File: src/rtl/pr_pkg.sv
// ----------------------------------------------------------------------------
// pr_pkg: shared types and codes for the rank engine
// Command and status codes, register map indexes, fixed field widths.
// ----------------------------------------------------------------------------
package pr_pkg;

    localparam int FIELD_W  = 12;
    localparam int NCOUNT_W = 13;
    localparam int DAMP_W   = 16;
    localparam int ITER_W   = 10;
    localparam int TOL_W    = 32;
    localparam int DEG_W    = 15;
    localparam int CHG_W    = 40;
    localparam int APB_AW   = 4;
    localparam int APB_DW   = 32;
    localparam int NODE_IW  = 17;

    localparam logic [1:0] FUNC_ADD  = 2'd0;
    localparam logic [1:0] FUNC_RUN  = 2'd1;
    localparam logic [1:0] FUNC_READ = 2'd2;

    localparam logic [1:0] ST_OK    = 2'd0;
    localparam logic [1:0] ST_FULL  = 2'd1;
    localparam logic [1:0] ST_RANGE = 2'd2;
    localparam logic [1:0] ST_NONE  = 2'd3;

    localparam logic [1:0] REG_NODE_COUNT = 2'd0;
    localparam logic [1:0] REG_DAMPING    = 2'd1;
    localparam logic [1:0] REG_MAX_ITER   = 2'd2;
    localparam logic [1:0] REG_TOLERANCE  = 2'd3;

    localparam logic [DEG_W-1:0] DEG_MAX = '1;

    typedef struct packed {
        logic busy;
        logic done;
    } div_stat_t;

endpackage

File: src/rtl/pr_div.sv
// ----------------------------------------------------------------------------
// pr_div: restoring divider
// One quotient bit per cycle; quotient held until the next start.
// ----------------------------------------------------------------------------
module pr_div #(
    parameter int DW = 32,
    parameter int VW = 17
) (
    input  logic              aclk,
    input  logic              aresetn,
    input  logic              start,
    input  logic [DW-1:0]     dividend,
    input  logic [VW-1:0]     divisor,
    output pr_pkg::div_stat_t stat,
    output logic [DW-1:0]     quotient
);

    localparam int CNT_W = $clog2(DW + 1);

    logic [VW-1:0]    rem_reg, rem_next;
    logic [DW-1:0]    quo_reg, quo_next;
    logic [VW-1:0]    dvs_reg, dvs_next;
    logic [CNT_W-1:0] cnt_reg, cnt_next;
    logic             done_reg, done_next;
    logic [VW:0]      trial;
    logic [VW:0]      diff;
    logic             ge;

    always_comb begin
        trial     = {rem_reg, quo_reg[DW-1]};
        diff      = trial - {1'b0, dvs_reg};
        ge        = trial >= {1'b0, dvs_reg};
        rem_next  = rem_reg;
        quo_next  = quo_reg;
        dvs_next  = dvs_reg;
        cnt_next  = cnt_reg;
        done_next = 1'b0;
        if (start) begin
            rem_next = '0;
            quo_next = dividend;
            dvs_next = divisor;
            cnt_next = CNT_W'(DW);
        end else if (cnt_reg != '0) begin
            rem_next  = ge ? diff[VW-1:0] : trial[VW-1:0];
            quo_next  = {quo_reg[DW-2:0], ge};
            cnt_next  = cnt_reg - 1'b1;
            done_next = (cnt_reg == CNT_W'(1));
        end
    end

    always_ff @(posedge aclk) begin
        if (!aresetn) begin
            cnt_reg  <= '0;
            done_reg <= 1'b0;
        end else begin
            cnt_reg  <= cnt_next;
            done_reg <= done_next;
        end
        rem_reg <= rem_next;
        quo_reg <= quo_next;
        dvs_reg <= dvs_next;
    end

    assign stat.busy = (cnt_reg != '0);
    assign stat.done = done_reg;
    assign quotient  = quo_reg;

endmodule

File: config.mk
export PLATFORM = sky130hd
export DESIGN_NAME = pr_div
export DESIGN_NICKNAME = d
export VERILOG_FILES = /design/src/rtl/pr_pkg.sv /design/src/rtl/pr_div.sv
export SDC_FILE = /design/constraint.sdc
export NUM_CORES = 1
export LEC_CHECK = 0
export BUFFER_PORTS_ARGS = -buffer_cell sky130_fd_sc_hd__buf_4
export CAP_MARGIN = 20
export CORE_ASPECT_RATIO = 1.1
export CORE_MARGIN = 2
export CORE_UTILIZATION = 50
export DETAILED_ROUTE_END_ITERATION = 7
export PLACE_DENSITY = 0.75
export SLEW_MARGIN = 25
export SYNTH_ARGS = -nofsm -noshare
export SYNTH_HDL_FRONTEND = slang
export SYNTH_SLANG_ARGS = --single-unit
File: constraint.sdc
create_clock -name aclk -period 2.6 [get_ports aclk]
set_input_delay 0.52 -clock aclk [delete_from_list [all_inputs] [get_ports aclk]]
set_output_delay 0.52 -clock aclk [all_outputs]
set_load 0.02 [all_outputs]
==> flow_summary.ini <==
[final_layout]
largest_reg_flops = 32
share_of_post_route_cells_with_drive_strength_above_1_pct = 33.7
layout-area-overhead-vs-synth_pct = 26.4
num-nets-final = 528
antennaDiodeCount = 0

[route]
dr.pass1.iters = 4
routed_via_density = 5.32
drc_errors = 0
wire_per_inst_um = 14.9
dr.first_iter.drc_count = 219
route.final.wire_length_um = 8400
routed-via-count = 3006
detail-route-antenna-nets = 0

[sta]
report.final.hold_viol_count = 0
final_min_period_over_clock_period_pct = 94.9
max_clock_freq_ghz = 0.405
worstMarginPinSlew_ns = 0.487
timing_max_transition_violations_final = 0
finalWorstPathRequiredPeriod_ns = 2.47
timing.max_slew.rel_slack_pct = 67.2
worst_clk_skew_ns = 0.0116
layout_setup_ws_ns = 0.133
final.setup.tns_ns = 0
setup_viol = 0

[power]
ir_drop_uv = 623
power_density_nw_per_um2 = 1130
p_leak_uw = 0.00204

[setup_path]
crit_required_ns = 2.87
r2r_setup_slack_ns = 0.13
start_kind = register
timing_worst_setup_path_type = reg2reg
cp-end-kind = register
crit_path_max_incr_delay_ns = 0.39
ordered_list_of_cells_on_the_worst_path = inv_1 -> ha_1 -> inv_1 -> fa_2 -> nand2_1 -> a211oi_4 -> o211ai_2 -> o211ai_2 -> nand2_1 -> or3_1 -> a311oi_2
slowest_stage = or3_1
critPathMaxFanout = 3
arrival_ns = 2.74

[global_routing]
grt_overflow_total = 0
first_pass_grt_wire_length_um = 13900
grt_start_max_net_pins = 50
groute.usage.overall_pct = 21.2
grt_antenna_before_repair = 0
grt_pass1_vias = 3064

[yosys]
yosys_register_bits = 73
synthesis.instances = 365
ys_warnings = 0
synth.lib_cells_used.distinct = 45
post_synthesis_async_set_or_reset_flop_share_pct = 0
synthesis.nets = 438
syn_area_um2 = 3880
syn-mean-instance-area_um2 = 10.6
seq_area_frac_synth_pct = 50.3
synth_ff_type = edfxtp_1
synth_edf_count = 49

[placed_design]
placement.io_buffers = 85
place_ws_ns = 0.0638
routabilityCongestion = 0.938
dp_hpwl_um = 5980

[clock_network]
clock-root-buffer = clkbuf_8
tritoncts = done
htreeDepth = 3
clock_path_buffers = 2
cts.sinks = 73
insertion_delay_ns = 0.35
tritoncts.num_buffers = 9
clkSlewWorstSetupHoldPaths_ns = 0.09

[die]
die_w_um = 88.0
placement_rows = 33
die_area_um2 = 8480
fp.coreArea_um2 = 7470
initial_core_util_pct = 51.9
die_height_um = 96.4
ios = 86

[status]
outcome = finished clean

[min_path]
hold_class = in2reg

[flow_run]
max-cap-violations = 0
[repair_timing]
action,4_1_cts,5_1_grt
endpoints found under the hold margin,0,0
hold buffers,0,0
setup endpoints to repair,0,11
buffers inserted,0,2
resized for setup,0,7
[where the power goes]
part           internal [µW]  switching (µW)  leakage (µW)
Combinational           1140            1580       0.00125
Clock                    451             457      0.000100
Sequential              1680             231      0.000694
[Yosys cell counts, types with 3 or more instances]
| master | n | share of area, % |
|---|---|---|
| edfxtp_1 | 49 | 38 |
| nor2_1 | 35 | 3.4 |
| mux2_2 | 33 | 9.6 |
| a21oi_1 | 28 | 3.6 |
| inv_1 | 28 | 2.7 |
| dfxtp_1 | 24 | 12 |
| nand2_1 | 22 | 2.1 |
| o21ai_0 | 21 | 2.7 |
| ha_1 | 20 | 6.5 |
| clkbuf_1 | 14 | 1.4 |
| xnor2_1 | 10 | 2.3 |
| nand2b_1 | 7 | 1.1 |
| a211oi_1 | 5 | 0.97 |
| a22oi_1 | 5 | 0.97 |
| nand3_1 | 5 | 0.65 |
| nand4_1 | 5 | 0.81 |
| a41oi_1 | 4 | 0.90 |
| a21o_1 | 3 | 0.58 |
| a31oi_1 | 3 | 0.48 |
| o211ai_1 | 3 | 0.58 |
| o21a_1 | 3 | 0.58 |
| xor2_1 | 3 | 0.68 |
[metal layers]
metal  wire length, µm  track usage, %  part of all wire [%]
met1              3670            26.7                    44
met2              4010            34.5                    48
met3               616            5.66                   7.3
met4               104            8.72                   1.2
met5                 0               0                     0
[logic make-up after synthesis]
family	synth area share, %
AND/OR/NAND/NOR	10.4
buffers and inverters	4.52
AO/OA/AOI/OAI	15.3
flip-flops	50.3
multiplexers	9.58
XOR/XNOR	2.94
adder cells (fa/ha/maj)	6.97
[stage by stage]
step	hold WS, ns	power, µW	util (%)	cell area, µm²	cells
final	0.334	5530	65.6	4900	565
after global routing	0.325	5920	65.6	4900	565
after CTS	0.329	5490	65.0	4860	563
after detailed placement	0.489	4570	62.3	4660	547
after global placement	0.480	4510	62.3	4660	547
after floorplan	0.453	3700	-	3880	365
[cells in the final DEF, fill, tap and decap left out, drive strengths merged, types with 3 or more instances in the layout]
cell type	n
nor2	35
ha	20
mux2	33
inv	30
a31oi	3
dfxtp	24
o21ai	22
xor2	3
a21o	3
clkbuf	9
nand4	5
edfxtp	49
a22oi	5
nand2	23
o211ai	5
a211oi	6
a21oi	28
nand3	5
buf	96
clkinv	3
xnor2	10
nand2b	7
a41oi	4
o21a	3
[worst max-delay path: cells and delay by family, from the launching register on]
family / cells / cell delay [ns]
compound gates: 4 / 0.91
fa+ha+maj: 2 / 0.40
buf+inv: 2 / 0.12
flops: 1 / 0.36
simple gates: 3 / 0.59
[cell type report]
cell class	instances	area, µm²
sequential	73	1950
multi-input combinational	247	1780
clock buffer	9	124
clock inverter	7	77.6
inverter	28	105
fill	599	2570
tap	105	131
timing repair buffer	96	733
[path summary, 6_finish.rpt]
check / startpoint / end / depth (start not counted)
hold reg to reg: rem_reg[14] / rem_reg[14] / 2
setup reg to reg: quotient[31] / rem_reg[8] / 11
hold / removal: divisor[4] / dvs_reg[4] / 1
setup / recovery: quotient[31] / rem_reg[8] / 11
Note: power is estimated with default switching activity, not from simulation.
